### config.mk
export PLATFORM = sky130hd
export DESIGN_NAME = midpoint_circle_rasterizer
export DESIGN_NICKNAME = d
export VERILOG_FILES = /design/src/mcr_pkg.sv /design/src/midpoint_circle_rasterizer.sv /design/src/mcr_step.sv /design/src/mcr_octant.sv
export SDC_FILE = /design/constraint.sdc
export NUM_CORES = 1
export LEC_CHECK = 0
export ABC_AREA = 1
export BUFFER_PORTS_ARGS = -buffer_cell sky130_fd_sc_hd__buf_2
export CAP_MARGIN = 10
export CORE_ASPECT_RATIO = 0.75
export CORE_MARGIN = 4
export CORE_UTILIZATION = 50
export DETAILED_ROUTE_END_ITERATION = 10
export GPL_TIMING_DRIVEN = 0
export MAX_ROUTING_LAYER = met4
export PLACE_DENSITY = 0.75
export REMOVE_ABC_BUFFERS = 1
export SYNTH_ARGS = -nofsm -noshare
export SYNTH_HDL_FRONTEND = slang
export SYNTH_HIERARCHICAL = 1
export SYNTH_SLANG_ARGS = --single-unit
### constraint.sdc
create_clock -name aclk -period 5.6 [get_ports aclk]
set_input_delay 1.12 -clock aclk [delete_from_list [all_inputs] [get_ports aclk]]
set_output_delay 1.12 -clock aclk [all_outputs]
set_load 0.03 [all_outputs]
### src/mcr_pkg.sv
// Shared types and constants for the midpoint circle rasterizer.
package mcr_pkg;

    // Input operation codes, carried on s_tuser.
    localparam logic OP_START   = 1'b0;
    localparam logic OP_ADVANCE = 1'b1;

    // Configuration register word indexes (byte address 4*index).
    localparam logic REG_CENTER_X = 1'b0;
    localparam logic REG_CENTER_Y = 1'b1;

    localparam int MAX_RADIUS = 2047;

    localparam int COORD_W  = 11;
    localparam int CENTER_W = 12;
    localparam int PIXEL_W  = 14;
    localparam int COLOR_W  = 24;
    localparam int DEC_W    = 14;
    localparam int DE_W     = 13;
    localparam int DSE_W    = 14;

    localparam int S_DATA_W = 40;
    localparam int M_DATA_W = 56;

    // One step's worth of symmetric points, handed from the step unit to the emitter.
    typedef struct packed {
        logic [COORD_W-1:0] x;
        logic [COORD_W-1:0] y;
        logic [COLOR_W-1:0] color;
        logic               done;
    } grp_t;

endpackage

### src/midpoint_circle_rasterizer.sv
// Top level of the midpoint circle rasterizer: APB registers, step unit and point emitter.
//
//  Channel  Direction  Payload
//  s_       in         tdata: radius, color; tuser: operation (0 start, 1 advance)
//  m_       out        tdata: pixel_x, pixel_y, pixel_color; tlast: last_of_group;
//                      tuser: circle_done
//  APB      in/out     center_x at 0x0, center_y at 0x4
//
// Each start or advance transaction yields eight output transactions, one per cycle while
// m_tready is high; a new item is taken when the group buffer is empty or sends its last point.
// An advance with no circle running is absorbed with no output.
// The step state and the group buffer load at the accepting edge; the first point is then
// registered at the output once it is free. Reset is synchronous and clears control state.
// A stalled m_tready holds the point and, once the group buffer is full, s_tready.
module midpoint_circle_rasterizer
    import mcr_pkg::*;
(
    input  logic                aclk,
    input  logic                aresetn,
    // APB configuration port
    input  logic                psel,
    input  logic                penable,
    input  logic                pwrite,
    input  logic [2:0]          paddr,
    input  logic [31:0]         pwdata,
    output logic [31:0]         prdata,
    output logic                pready,
    // Input stream
    input  logic                s_tvalid,
    output logic                s_tready,
    input  logic [S_DATA_W-1:0] s_tdata,  // [10:0] radius, [34:11] color, [39:35] zero
    input  logic                s_tuser,  // [0] operation
    // Result stream
    output logic                m_tvalid,
    input  logic                m_tready,
    output logic [M_DATA_W-1:0] m_tdata,  // [13:0] pixel_x, [27:14] pixel_y,
                                          // [51:28] pixel_color, [55:52] zero
    output logic                m_tlast,  // last_of_group
    output logic                m_tuser   // [0] circle_done
);

    logic [CENTER_W-1:0] center_x_reg;
    logic [CENTER_W-1:0] center_y_reg;
    logic                cfg_write;
    logic                s_accept;
    logic                step_emit;
    logic                step_active;
    grp_t                grp_next;
    logic                grp_ready;
    logic [PIXEL_W-1:0]  out_x, out_y;
    logic [COLOR_W-1:0]  out_color;

    assign pready    = 1'b1;
    assign cfg_write = psel && penable && pwrite && pready;

    always_ff @(posedge aclk) begin
        if (!aresetn) begin
            center_x_reg <= '0;
            center_y_reg <= '0;
        end else if (cfg_write) begin
            unique case (paddr[2])
                REG_CENTER_X: center_x_reg <= pwdata[CENTER_W-1:0];
                REG_CENTER_Y: center_y_reg <= pwdata[CENTER_W-1:0];
            endcase
        end
    end

    // Misaligned reads return zero.
    always_comb begin
        prdata = '0;
        if (paddr[1:0] == 2'b00) begin
            unique case (paddr[2])
                REG_CENTER_X: prdata = {{(32-CENTER_W){1'b0}}, center_x_reg};
                REG_CENTER_Y: prdata = {{(32-CENTER_W){1'b0}}, center_y_reg};
            endcase
        end
    end

    assign s_tready = grp_ready;
    assign s_accept = s_tvalid && s_tready;

    mcr_step u_step (
        .aclk         (aclk),
        .aresetn      (aresetn),
        .in_accept    (s_accept),
        .in_operation (s_tuser),
        .in_radius    (s_tdata[COORD_W-1:0]),
        .in_color     (s_tdata[COORD_W+COLOR_W-1:COORD_W]),
        .emit         (step_emit),
        .grp_next     (grp_next),
        .active       (step_active)
    );

    mcr_octant u_octant (
        .aclk      (aclk),
        .aresetn   (aresetn),
        .grp_load  (s_accept && step_emit),
        .grp_in    (grp_next),
        .grp_ready (grp_ready),
        .center_x  (center_x_reg),
        .center_y  (center_y_reg),
        .out_valid (m_tvalid),
        .out_ready (m_tready),
        .out_x     (out_x),
        .out_y     (out_y),
        .out_color (out_color),
        .out_last  (m_tlast),
        .out_done  (m_tuser)
    );

    assign m_tdata = {{(M_DATA_W-2*PIXEL_W-COLOR_W){1'b0}}, out_color, out_y, out_x};

    // A start leaves a circle running exactly when its radius is nonzero.
    a_start_active: assert property (@(posedge aclk) disable iff (!aresetn)
        (s_accept && s_tuser == OP_START)
        |=> (step_active == ($past(s_tdata[COORD_W-1:0]) != '0)))
        else $error("circle activity does not follow start radius");

    // An advance with no circle running leaves the rasterizer stopped.
    a_idle_advance: assert property (@(posedge aclk) disable iff (!aresetn)
        (s_accept && s_tuser == OP_ADVANCE && !step_active) |=> !step_active)
        else $error("advance restarted a finished circle");

    // Before the last point of a group, circle_done stays the same from one point to the next.
    a_done_last: assert property (@(posedge aclk) disable iff (!aresetn)
        (m_tvalid && m_tready && !m_tlast) |=> (!m_tvalid || ($stable(m_tuser) || m_tlast)
            || $past(m_tlast)))
        else $error("circle_done changed inside a group");

endmodule

### src/mcr_step.sv
// Midpoint step unit: holds the circle state and computes its next value.
module mcr_step
    import mcr_pkg::*;
(
    input  logic               aclk,
    input  logic               aresetn,
    input  logic               in_accept,
    input  logic               in_operation,
    input  logic [COORD_W-1:0] in_radius,
    input  logic [COLOR_W-1:0] in_color,
    output logic               emit,
    output grp_t               grp_next,
    output logic               active
);

    logic [COORD_W-1:0]      cur_x_reg, cur_x_next;
    logic [COORD_W-1:0]      cur_y_reg, cur_y_next;
    logic signed [DEC_W-1:0] decision_reg, decision_next;
    logic [DE_W-1:0]         delta_e_reg, delta_e_next;
    logic signed [DSE_W-1:0] delta_se_reg, delta_se_next;
    logic [COLOR_W-1:0]      color_reg, color_next;
    logic                    active_reg, active_next;
    logic [COORD_W-1:0]      radius_sat;

    assign radius_sat = (in_radius > MAX_RADIUS) ? COORD_W'(MAX_RADIUS) : in_radius;

    always_comb begin
        cur_x_next    = cur_x_reg;
        cur_y_next    = cur_y_reg;
        decision_next = decision_reg;
        delta_e_next  = delta_e_reg;
        delta_se_next = delta_se_reg;
        color_next    = color_reg;
        emit          = 1'b0;
        if (in_operation == OP_START) begin
            cur_x_next    = '0;
            cur_y_next    = radius_sat;
            decision_next = DEC_W'(1) - {{(DEC_W-COORD_W){1'b0}}, radius_sat};
            delta_e_next  = DE_W'(3);
            delta_se_next = DSE_W'(5) - {{(DSE_W-COORD_W-1){1'b0}}, radius_sat, 1'b0};
            color_next    = in_color;
            emit          = 1'b1;
        end else if (active_reg) begin
            if (decision_reg[DEC_W-1]) begin
                decision_next = decision_reg + {{(DEC_W-DE_W){1'b0}}, delta_e_reg};
                delta_se_next = delta_se_reg + DSE_W'(2);
            end else begin
                decision_next = decision_reg + delta_se_reg;
                delta_se_next = delta_se_reg + DSE_W'(4);
                cur_y_next    = cur_y_reg - COORD_W'(1);
            end
            delta_e_next = delta_e_reg + DE_W'(2);
            cur_x_next   = cur_x_reg + COORD_W'(1);
            emit         = 1'b1;
        end
        active_next = emit ? (cur_y_next > cur_x_next) : active_reg;
    end

    assign grp_next = '{x: cur_x_next, y: cur_y_next, color: color_next, done: !active_next};
    assign active   = active_reg;

    always_ff @(posedge aclk) begin
        if (!aresetn) begin
            cur_x_reg    <= '0;
            cur_y_reg    <= '0;
            decision_reg <= '0;
            delta_e_reg  <= DE_W'(3);
            delta_se_reg <= DSE_W'(5);
            color_reg    <= '0;
            active_reg   <= 1'b0;
        end else if (in_accept) begin
            cur_x_reg    <= cur_x_next;
            cur_y_reg    <= cur_y_next;
            decision_reg <= decision_next;
            delta_e_reg  <= delta_e_next;
            delta_se_reg <= delta_se_next;
            color_reg    <= color_next;
            active_reg   <= active_next;
        end
    end

endmodule

### src/mcr_octant.sv
// Group buffer and point emitter: sends the eight symmetric points of one step.
module mcr_octant
    import mcr_pkg::*;
(
    input  logic                aclk,
    input  logic                aresetn,
    input  logic                grp_load,
    input  grp_t                grp_in,
    output logic                grp_ready,
    input  logic [CENTER_W-1:0] center_x,
    input  logic [CENTER_W-1:0] center_y,
    output logic                out_valid,
    input  logic                out_ready,
    output logic [PIXEL_W-1:0]  out_x,
    output logic [PIXEL_W-1:0]  out_y,
    output logic [COLOR_W-1:0]  out_color,
    output logic                out_last,
    output logic                out_done
);

    logic               grp_valid_reg;
    grp_t               grp_reg;
    logic [2:0]         idx_reg;
    logic               out_valid_reg;
    logic [PIXEL_W-1:0] out_x_reg, out_x_next;
    logic [PIXEL_W-1:0] out_y_reg, out_y_next;
    logic [COLOR_W-1:0] out_color_reg;
    logic               out_last_reg;
    logic               out_done_reg;

    logic               out_load;
    logic               point_adv;
    logic [PIXEL_W-1:0] px, py, nx, ny, dx, dy;
    logic [PIXEL_W-1:0] cx, cy;

    assign out_load  = !out_valid_reg || out_ready;
    assign point_adv = grp_valid_reg && out_load;
    assign grp_ready = !grp_valid_reg || (point_adv && idx_reg == 3'd7);

    assign px = {{(PIXEL_W-COORD_W){1'b0}}, grp_reg.x};
    assign py = {{(PIXEL_W-COORD_W){1'b0}}, grp_reg.y};
    assign nx = PIXEL_W'(0) - px;
    assign ny = PIXEL_W'(0) - py;
    assign cx = {{(PIXEL_W-CENTER_W){1'b0}}, center_x};
    assign cy = {{(PIXEL_W-CENTER_W){1'b0}}, center_y};

    // Octant order: (x,y) (y,x) (x,-y) (-y,x) (y,-x) (-x,-y) (-y,-x) (-x,y).
    always_comb begin
        unique case (idx_reg)
            3'd0: begin dx = px; dy = py; end
            3'd1: begin dx = py; dy = px; end
            3'd2: begin dx = px; dy = ny; end
            3'd3: begin dx = ny; dy = px; end
            3'd4: begin dx = py; dy = nx; end
            3'd5: begin dx = nx; dy = ny; end
            3'd6: begin dx = ny; dy = nx; end
            3'd7: begin dx = nx; dy = py; end
        endcase
        out_x_next = cx + dx;
        out_y_next = cy + dy;
    end

    always_ff @(posedge aclk) begin
        if (!aresetn) begin
            grp_valid_reg <= 1'b0;
            idx_reg       <= '0;
            out_valid_reg <= 1'b0;
        end else begin
            if (grp_load) begin
                grp_valid_reg <= 1'b1;
                idx_reg       <= '0;
            end else if (point_adv) begin
                idx_reg <= idx_reg + 3'd1;
                if (idx_reg == 3'd7) begin
                    grp_valid_reg <= 1'b0;
                end
            end
            if (point_adv) begin
                out_valid_reg <= 1'b1;
            end else if (out_ready) begin
                out_valid_reg <= 1'b0;
            end
        end
    end

    always_ff @(posedge aclk) begin
        if (grp_load) begin
            grp_reg <= grp_in;
        end
        if (point_adv) begin
            out_x_reg     <= out_x_next;
            out_y_reg     <= out_y_next;
            out_color_reg <= grp_reg.color;
            out_last_reg  <= (idx_reg == 3'd7);
            out_done_reg  <= grp_reg.done;
        end
    end

    assign out_valid = out_valid_reg;
    assign out_x     = out_x_reg;
    assign out_y     = out_y_reg;
    assign out_color = out_color_reg;
    assign out_last  = out_last_reg;
    assign out_done  = out_done_reg;

endmodule

# Word-level counts from Yosys, hierarchy flattened
# Index checks and enable logic that the tools add are counted.
# word_totals
ff_bits,218
# op_classes
add_sub_neg,14
magnitude_cmp,1
eq_ne,8
muxes,26
bitwise,2
n_reduce_logical,29
# ops
op,n
$pmux 14 s4,2
$mux 14,6
$pmux 32 s2,1
$mux 11,5
$sub 1x11->12 const A,3
$mux 32,1
$add 12x14->14,2
$mux 13,2
$mux 24,1
$reduce_or 2->1,9
$add 14x13->14,1
$add 14x14->14,1
$add 14x3->14 const B,1
$add 14x4->14 const B,1
$add 13x2->13 const B,1
$sub 3x12->13 const A,1
$eq 3x3->1 const B,4
$add 11x1->11 const B,1
$gt 11x11->1,1
$sub 11x1->11 const B,1
$mux 1,8
$reduce_and 2->1,4
$eq 3x2->1 const B,2
$logic_and 1x1->1,6
9 further kinds,15

# Longest topological paths before layout
# Gate-level depths: netlist (run 1).
# logic_depth
word_depth,9
ltp_mapped,21
depth_no_buf,21

# By module
# Netlist (run 1), hierarchy kept.
# by_module_without_submodules
module,instances,cells_per_inst,area_per_inst_um2,seq_area_each_um2
mcr_step,1,1083,6642.6,1741.7
mcr_octant,1,629,5813.1,3133.0
midpoint_circle_rasterizer,1,219,1427.6,480.5

# Worst setup path before layout (run 1)
# OpenSTA, ideal clock, no wires.
# synth_timing
path_kind,input port to flip-flop
from,input m_tready
to,register u_octant.idx_reg[1]
t_arrival_ns,4.782
required_time_ns,5.471
slack_ns,0.689
path_stages,9
path_cell_list,inv_1 > nand2_1 > nand2_1 > o21ai_0 > nand2_1 > nor2_1 > inv_1 > nand2_1 > a211oi_1
# synth_via
elab_chain_len,7
# synth_lines
item,line_no,text
start: declaration,midpoint_circle_rasterizer.sv:35,"input logic m_tready,"
$logic_or 1x1->1,mcr_octant.sv:36,assign out_load = !out_valid_reg || out_ready;
$logic_and 1x1->1,mcr_octant.sv:37,assign point_adv = grp_valid_reg && out_load;
$logic_and 1x1->1,mcr_octant.sv:38,assign grp_ready = !grp_valid_reg || (point_adv && idx_reg == 3'd7);
$logic_or 1x1->1,mcr_octant.sv:38,
net s_tready,midpoint_circle_rasterizer.sv:30,"output logic s_tready,"
$logic_and 1x1->1,midpoint_circle_rasterizer.sv:80,assign s_accept = s_tvalid && s_tready;
$logic_and 1x1->1,midpoint_circle_rasterizer.sv:97,".grp_load (s_accept && step_emit),"
$reduce_or 2->1 (no source line),--,
end signal: assignment,mcr_octant.sv:73,idx_reg <= idx_reg + 3'd1;
end: declaration,mcr_octant.sv:23,logic [2:0] idx_reg;
# The timed path passes the listed nets, and every way through them passes these cells.
# A chain may end at the register's enable or synchronous reset.

# Worst setup path after layout (run 1)
# layout_timing
from,input m_tready
to,register u_step.delta_e_reg[11]
# layout_via
elab_chain_len,6
# layout_lines
item,line_no,text
$logic_or 1x1->1,mcr_octant.sv:36,
$logic_and 1x1->1,mcr_octant.sv:37,
$logic_and 1x1->1,mcr_octant.sv:38,
$logic_or 1x1->1,mcr_octant.sv:38,
$logic_and 1x1->1,midpoint_circle_rasterizer.sv:80,
net s_accept,midpoint_circle_rasterizer.sv:45,logic s_accept;
$reduce_and 2->1 (no source line),--,
end signal: assignment,mcr_step.sv:75,delta_e_reg <= delta_e_next;
end: declaration,mcr_step.sv:19,"logic [DE_W-1:0] delta_e_reg, delta_e_next;"
# The timed path passes the listed nets, and every way through them passes these cells.

==> results.md, run 1 <==
Logic synthesis:
- The largest total area in the synthesized netlist belongs to sky130_fd_sc_hd__edfxtp_1.
- In the synthesized netlist the dominant register cell turns out to be sky130_fd_sc_hd__dfxtp_1.
- After synthesis, the share of flip-flops with an asynchronous set or reset is 0%.
- After synthesis, the largest area contributor takes up a little over a fifth of total cell area.
- Synthesis handed over a netlist of around 1.9k instances.
- Yosys printed 6 warnings.
- Sorting the synthesized cells by area gives the leading types as sky130_fd_sc_hd__edfxtp_1 (22%), sky130_fd_sc_hd__dfxtp_1 (17%), sky130_fd_sc_hd__nand2_1 (13%).
- In this run the cell area of the synthesized design comes to ~0.014 mm^2.
- The number of enable-type register cells in the synthesized netlist is between 100 and 150.
- The post-synthesis register bit count is around 220.
- The post-synthesis area per instance is ~7.2 um^2.
- The proportion of synthesized chip area in sequential cells is between 30 and 40%.
- In this run, distinct cell masters in the synthesized netlist total 53.

STA:
- Clock skew on the completed layout was measured at roughly 0.012 ns.
- The transition time at the pin with the least slew margin is around 1.2 ns.
- The final total negative setup slack is 0 ns.
- Setup violations remaining at the end of the flow were counted as 0.
- Headroom to the max-slew limit came out at 22.5%.
- The share of the clock period used by the worst path is just over 80%.
- The maximum clock frequency is 217 MHz.
- Across all hold checks on the routed design, the worst slack comes to between 0.4 and 0.5 ns.
- The final number of hold-violating endpoints is 0.
- The time the final worst path needs with I/O delays and setup is between 4 and 5 ns.
- Setup repair after global routing left no endpoint under its margin.
- The max-slew violation count is 0.

Layout:
- For this run, the number of standard cells in the final layout without fillers is 2396.
- The post-route standard cell area excluding fillers is between 0.015 and 0.02 mm^2.
- The signed area change from the synthesized netlist to the final layout is 10.9%.
- After filler insertion, the fill cell instance count of the layout stands at between 2k and 3k.
- The count of antenna diodes in the layout is 0.
- The final-stage net count is between 2k and 2.5k.
- Cells with a size suffix above 1 make up approximately a tenth of the layout.
- In the layout the commonest cells are sky130_fd_sc_hd__nand2_1 (488), sky130_fd_sc_hd__inv_1 (272), sky130_fd_sc_hd__nor2_1 (185).
- The most frequent standard cell in the layout excluding fill and tap cells is sky130_fd_sc_hd__nand2_1.
- The area taken by flip-flops and latches is roughly 0.0054 mm^2.
- Summing all multi-input logic gate instances after layout gives about 0.0071 mm^2.
- The flip-flop count of the largest register after layout is 47.

Global route:
- The wire length of the first global-routing pass is around 60000 um.
- The overall routing resource usage is approximately a quarter.
- The routing usage on met1 is a little under two fifths.
- Global routing used roughly 33% of the available met2 tracks.
- The maximum number of pins on one net before global-route repair is 69.
- The via count of the first global-routing pass is around 11k.
- In the global route stage, met3 resource usage came out at between 6 and 7%.
- The initial antenna violation count came to 0.
- The most used routing layer in global routing is met1.
- The residual overflow from global routing is 0.

Drt:
- The detail route stage leaves a number of antenna-violating nets equal to 0.
- The first TritonRoute pass finished after 6 iterations.
- The DRC violation count after routing is 0.
- The total number of vias is approximately 13k.
- The detailed router finished its first iteration with between 1k and 1.5k violations.
- Summed over all layers, the routed wires come to 38000 um.
- In the routed layout, each cell is associated on average with a via count of 5.36.
- Dividing the detail-routed wire length by the instance count gives 15.9 um.

Die:
- For this configuration, the core starts out at a cell density of 51.2%.
- The core region is between 0.02 and 0.03 mm^2.
- The width of the die is 200 um.
- For this design the top-level I/O count stands at between 150 and 200.
- The area of the die is between 0.03 and 0.04 mm^2.
- The placement row count is between 50 and 60.
- In this run the vertical extent of the chip is approximately 150 um.

Power:
- Registers are responsible for between 40% and 50% of the overall power.
- The proportion of total power due to net switching is approximately 33%.
- The peak ir drop on the vdd network is 0.252 mV.
- The cell-internal power is 2.93 mW.
- The leakage power of the design is 7.13 nW.
- The power per cell area is around 280 mW/mm^2.
- The total design power is 4.37 mW.
- The combinational share of power is a little over a fifth.
- The reported net switching power is about 1.4 mW.
- The clock network fraction of total power is 35.0%.

Setup path:
- The most critical setup path has its startpoint at m_tready.
- Data on the critical path is required at its endpoint by slightly above 6 ns.
- The class of the most critical setup path is in -> reg.
- The biggest fanout along the worst timing path is 34.
- The type of element launching the critical path is an input pin.
- In this run the critical register-to-register path is launched from u_octant/idx_reg[0].
- On the critical path the largest part of the delay comes from buffers and inverters.
- The category of the worst setup path capture point is a register.
- The critical path goes through buf_2 -> inv_1 -> nand2_1 -> nand2_1 -> o21ai_0 -> nand2_1 -> inv_1 -> inv_1 -> nor2_1 -> nor2_2 -> inv_1 -> a21oi_1 -> o21a_1.
- STA puts the critical path data arrival time at between 5 and 6 ns.
- The number of buffer and inverter instances along the worst setup path is 5.
- On the worst path, the slowest cell contributes a delay of approximately 0.79 ns.
- The cell repeated most along the worst path is sky130_fd_sc_hd__inv_1.
- The slowest stage of the critical path is the sky130_fd_sc_hd__inv_1 cell.

Run status:
- The run finished with clean final reports.

Clocking:
- The total number of H-tree levels is 1.
- The buffers inserted during post-CTS setup optimization is 0.
- After clock tree synthesis, the repair step resized 0 gates.
- The TritonCTS clock tree is yes.
- The number of sinks on the clock net is roughly 220.
- The cell chosen for the clock root is sky130_fd_sc_hd__clkbuf_16.
- The hold-fix buffer count after cts is 0.
- The later pin in the worst-skew pair is clocked with a latency of approximately 0.53 ns.
- Buffers inserted during clock tree synthesis total 24.
- The clock input transition at the sequential cells of the worst setup and hold paths is 0.07 ns.
- The maximum buffer depth of the clock tree is 3.

Placement:
- Buffers placed on the I/O ports in this run total ~130.
- Routability-driven placement finished with a final weighted congestion of a little under 1.
- The half-perimeter wire length after detailed placement is 28600 um.
- After detailed placement, the design holds a cell count of between 2k and 2.5k.
- The placed instances occupy a cell area of 0.0146 mm^2.

Min path:
- The startpoint identified for the worst hold timing path is u_octant/grp_reg[23].
- In this run the worst hold path is classified as reg -> reg.

Flow run:
- The max-capacitance violation count is 0.
==> cell type report <==
type / count / share of cell area [%]
clock buffers: 27 / 3.97
clock inverters: 16 / 0.967
inverters: 280 / 6.84
multi-input cells: 1376 / 46.0
flip-flops and latches: 217 / 34.8
well taps: 351 / 2.85
repair buffers: 129 / 4.58
==> path summary, 6_finish.rpt <==
kind	endpoint	cells after the start	slack (ns)
hold / removal	u_octant/out_color[22]	0	0.42
setup reg to reg	u_step/delta_e_reg[11]	12	1.09
setup / recovery	u_step/delta_e_reg[11]	13	0.99
hold reg to reg	u_octant/out_color[22]	0	0.42
==> kinds of logic after synthesis <==
kind of cell / Yosys count / share of synthesized area [%]
adder cells (fa/ha/maj): 83 / 7.70
AO/OA/AOI/OAI: 324 / 12.6
XOR/XNOR: 35 / 2.21
flip-flops: 217 / 38.6
buffers and inverters: 361 / 11.0
AND/OR/NAND/NOR: 909 / 27.8
other: 2 / 0.0541
==> cells in the mapped netlist, types with 3 or more instances <==
cell type / count
sky130_fd_sc_hd__nand2_1: 488
sky130_fd_sc_hd__xnor2_1: 10
sky130_fd_sc_hd__ha_1: 79
sky130_fd_sc_hd__nor2_1: 186
sky130_fd_sc_hd__nand2_2: 3
sky130_fd_sc_hd__o21ai_1: 5
sky130_fd_sc_hd__nor2_4: 3
sky130_fd_sc_hd__o21bai_1: 4
sky130_fd_sc_hd__nand2_4: 3
sky130_fd_sc_hd__o21a_1: 5
sky130_fd_sc_hd__inv_2: 5
sky130_fd_sc_hd__buf_6: 6
sky130_fd_sc_hd__o211ai_1: 7
sky130_fd_sc_hd__fa_1: 4
sky130_fd_sc_hd__nand3b_1: 6
sky130_fd_sc_hd__inv_1: 274
sky130_fd_sc_hd__xor2_1: 25
sky130_fd_sc_hd__clkbuf_1: 23
sky130_fd_sc_hd__nor2_2: 7
sky130_fd_sc_hd__o21ai_0: 136
sky130_fd_sc_hd__edfxtp_1: 101
sky130_fd_sc_hd__a211oi_1: 3
sky130_fd_sc_hd__dfxtp_1: 116
sky130_fd_sc_hd__a41oi_1: 3
sky130_fd_sc_hd__nand4_1: 24
sky130_fd_sc_hd__buf_1: 4
sky130_fd_sc_hd__buf_2: 20
sky130_fd_sc_hd__o22ai_1: 24
sky130_fd_sc_hd__buf_4: 28
sky130_fd_sc_hd__nor3_1: 16
sky130_fd_sc_hd__a21oi_1: 120
sky130_fd_sc_hd__nand3_1: 156
sky130_fd_sc_hd__a31oi_1: 9
sky130_fd_sc_hd__or2_2: 3
==> power by group through the flow <==
stage | Sequential, mW | Combinational (mW) | Clock (mW)
after global routing | 1.89 | 1.07 | 1.64
after floorplan | 1.95 | 0.599 | 0
after detailed placement | 1.91 | 0.938 | 0
final | 1.88 | 0.958 | 1.53
after global placement | 1.91 | 0.913 | 0
after CTS | 1.88 | 0.944 | 1.56
==> metal layers <==
metal	up-vias	wire (um)	share of wire [%]
li1	6477	-	-
met1	5782	18600	49
met2	537	15000	40
met3	35	3970	10
met4	0	421	1.1
met5	-	0	0
==> metrics by stage <==
step	setup WS (ns)	utilization, %
floorplan	0.689	-
global placement	-0.505	53.6
detailed placement	0.451	53.9
CTS	1.03	56.7
global route	0.545	56.8
finish	0.989	56.8
(Power assumes the default switching activity.)
==> run 2, diff against run 1 <==
PLACE_DENSITY = 0.78   (was 0.75)
clock period = 4.2 ns   (was 5.6 ns; I/O delays follow)
==> run 2 against run 1 <==
Compared with the run above:
- final cell count rose by 0.13%
- hold slack got worse by 0.0012 ns
- first-iteration DRC count fell by 3.4%
- via count rose by 1.5%
- routed wire length fell by 0.43%
- sequential share of layout area fell by 0.17 points
- register-to-register slack got worse by 0.75 ns
- sequential cell count did not move
- clock-buffer cell count rose by 5
- clock power rose by 40%
- critical path type is now reg -> reg
- largest power group unchanged
==> results.md, run 2 (synthesized netlist as in run 1, its figures left out) <==
Clocking:
- The number of buffers created by CTS is 24 (unchanged).
- The root buffer cell chosen for the clock tree is sky130_fd_sc_hd__clkbuf_16.
- The maximum buffer depth of the clock tree is 3 (unchanged).
- The clock input transition at the sequential cells of the worst setup and hold paths is 0.06 ns (about the same).
- The total number of H-tree levels is 1 (unchanged).
- The hold-fix buffer count after cts was 0 (unchanged).
- The number of sinks on the clock net is 217 (unchanged).
- The TritonCTS clock tree is yes.
- The clock network latency to the later pin of the worst-skew pair is 0.55 ns (+0.02 ns).

STA:
- The share of the clock period used by the worst path is 91.9%.
- The max-slew violation count is 0 (unchanged).
- The final number of hold-violating endpoints is 0 (unchanged).
- Setup repair after global routing left no endpoint under its margin.
- The transition time at the pin with the least slew margin came to 1.15 ns (-0.00148 ns).
- The clock skew after layout came to 0.0288 ns (+0.0173 ns).
- The final worst setup slack was 0.341 ns (-0.648 ns).
- The final total negative setup slack is 0 ns (unchanged).
- The worst max-slew margin expressed relative to the limit came to 23.1% (+0.62 points).
- The routed design could run at a clock period as short as just under 4 ns.
- The maximum clock frequency is between 200 and 300 MHz.
- The setup-violating endpoint count in the final report was 0 (unchanged).

Die:
- The placement row count is 52 (unchanged).
- The core outline area was 0.0271 mm^2 (unchanged).
- The width of the die is 200 um (unchanged).
- The number of ports placed on the die boundary is 176 (unchanged).
- The area of the die came to 0.0305 mm^2 (unchanged).
- The starting density of the core is 51.2% (unchanged).
- The die outline height is 152 um (unchanged).

Layout:
- Leaving out fill and tap cells, the most frequent cells in the layout are sky130_fd_sc_hd__nand2_1 (488), sky130_fd_sc_hd__inv_1 (269), sky130_fd_sc_hd__nor2_1 (185).
- The number of filler cells placed in the layout is 2526 (-1.7%).
- The final-stage net count was 2196 (+0.091%).
- The count of antenna diodes in the layout is 0 (unchanged).
- The library cell used most frequently in the layout, excluding fill and tap cells, is sky130_fd_sc_hd__nand2_1.
- Relative to the synthesized area, the layout overhead comes to 11.5%.
- The fraction of layout cells with a size suffix above 1 is 10.2% (+0.38 points).
- The flip-flop count of the largest register after layout is 47 (unchanged).

Run status:
- The flow ran to the end, and the final reports show no timing, DRC or antenna violations.

Placement:
- The weighted congestion at the end of routability-driven global placement was 0.990 (+1.5%).
- The half-perimeter wire length after detailed placement came to 27900 um (-2.4%).
- The count of buffers from port buffering is 125 (unchanged).
- The worst setup timing slack at the placement stage is -0.705 ns (-1.16 ns).

Global route:
- The maximum number of pins on one net before global-route repair came to 69 (unchanged).
- The wire length of the first global-routing pass is 60000 um (-0.23%).
- The overall routing resource usage was 24.2% (-0.20 points).
- The routing usage on met2 is 33.6% (+0.71 points).
- The routing usage on met1 is 35.8% (-1.5 points).
- The initial antenna violation count was 0 (unchanged).
- The met3 track demand over resource in global routing is 5.98% (-0.15 points).
- The residual overflow from global routing came to 0 (unchanged).
- The via count of the first global-routing pass is 11.7k (+3.9%).
- In this run the most used layer during global routing was met1.

Drt:
- The total wire length after detailed routing is 37800 um (-0.43%).
- The DRC violation count after routing is 0 (unchanged).
- The total number of vias is 13.0k (+1.5%).
- The first-pass detailed-route iteration total is 7 (+1).
- The number of nets with antenna violations after routing is 0 (unchanged).
- The number of DRC violations after detailed-routing iteration 0 is 1215 (-3.4%).
- The average detailed-routed wire length per instance is 15.8 um (-0.55%).
- The average vias per placed instance is 5.43 (+1.4%).

Flow run:
- The max-capacitance violation count came to 0 (unchanged).

Min path:
- The worst min-delay path class is reg -> reg.

Power:
- The total design power is 5.92 mW (+36%).
- The peak ir drop on the vdd network was 0.336 mV (+33%).
- The leakage power of the design is 7.14 nW (+0.18%).
- The power per cell area was 383 mW/mm^2 (+35%).

Setup path:
- The required time of the critical path is 4.64 ns (-1.39 ns).
- The category of the worst setup path capture point is a register.
- The worst setup path is launched from a register.
- The critical path is of the reg -> reg type.
- The biggest fanout along the worst timing path is 17 (-50%).
- The worst endpoint data arrival time came to 4.30 ns (-0.74 ns).
==> run 2: cell types whose count changed in the layout (fill, tap and decap cells not counted), moves of 2 or more <==
cell / change
sky130_fd_sc_hd__clkinv_1: -4
sky130_fd_sc_hd__clkinv_2: +3
sky130_fd_sc_hd__inv_6: -3
sky130_fd_sc_hd__clkbuf_1: +2
sky130_fd_sc_hd__inv_1: -3
sky130_fd_sc_hd__clkinvlp_4: +3
sky130_fd_sc_hd__clkbuf_8: +3
==> run 2: critical path, cell delays in order (launching register included) <==
cell and delay [ns]:
sky130_fd_sc_hd__dfxtp_1 0.35, sky130_fd_sc_hd__ha_1 0.24, sky130_fd_sc_hd__ha_1 0.20, sky130_fd_sc_hd__inv_1 0.10
sky130_fd_sc_hd__o21ai_0 0.16, sky130_fd_sc_hd__nand2_1 0.38, sky130_fd_sc_hd__clkinvlp_4 0.48, sky130_fd_sc_hd__inv_1 0.47
sky130_fd_sc_hd__nor2_1 0.22, sky130_fd_sc_hd__nor2_4 0.37, sky130_fd_sc_hd__clkinvlp_4 0.41, sky130_fd_sc_hd__or2_2 0.39
==> run 2: path summary, 6_finish.rpt <==
kind / startpoint / to / slack, ns / cells after the start
setup / recovery: u_octant/idx_reg[0] / u_step/delta_se_reg[0] / 0.34 / 11
hold / removal: u_octant/grp_reg[19] / u_octant/out_color[18] / 0.42 / 0
setup reg to reg: u_octant/idx_reg[0] / u_step/delta_se_reg[0] / 0.34 / 11
hold reg to reg: u_octant/grp_reg[19] / u_octant/out_color[18] / 0.42 / 0
==> run 2: cell type report <==
cell class                 instances  area [um^2]  share of cell area [%]
sequential                       217         5360                    34.6
tap                              351          439                    2.84
clock buffer                      32          661                    4.27
clock inverter                    12          145                   0.938
timing repair inverter             2         12.5                  0.0808
inverter                         280         1060                    6.88
timing repair buffer             129          706                    4.56
multi-input combinational       1376         7090                    45.8
==> run 2: where the power goes <==
| part | internal, mW | switching [mW] | total, mW | leakage [nW] |
|---|---|---|---|---|
| sequential | 2.39 | 0.112 | 2.50 | 1.90 |
| combinational | 0.391 | 0.887 | 1.28 | 4.85 |
| clock | 1.24 | 0.898 | 2.14 | 0.395 |
==> run 2: what timing repair did <==
action / in CTS / in global routing
pin swaps: 0 / 0
buffers inserted: 0 / 0
resized for setup: 1 / 4
endpoints found under the setup margin: 32 / 33
gates cloned: 0 / 2
==> run 2: routing by layer <==
layer,share of wire [%],vias up
li1,-,6487
met1,47,5900
met2,40,589
met3,11,45
met4,1.7,0
met5,0,-
==> run 2: stage by stage <==
step           utilization [%]  std cells  hold WS, ns  cell area [um^2]
5_1_grt                   57.0       2399        0.423             15500
3_5_place_dp              53.9       2352        0.406             14600
3_3_place_gp              53.6       2349        0.402             14600
4_1_cts                   56.9       2396        0.418             15400
2_1_floorplan                -       1873        0.400             13500
6_report                  57.0       2399        0.419             15500
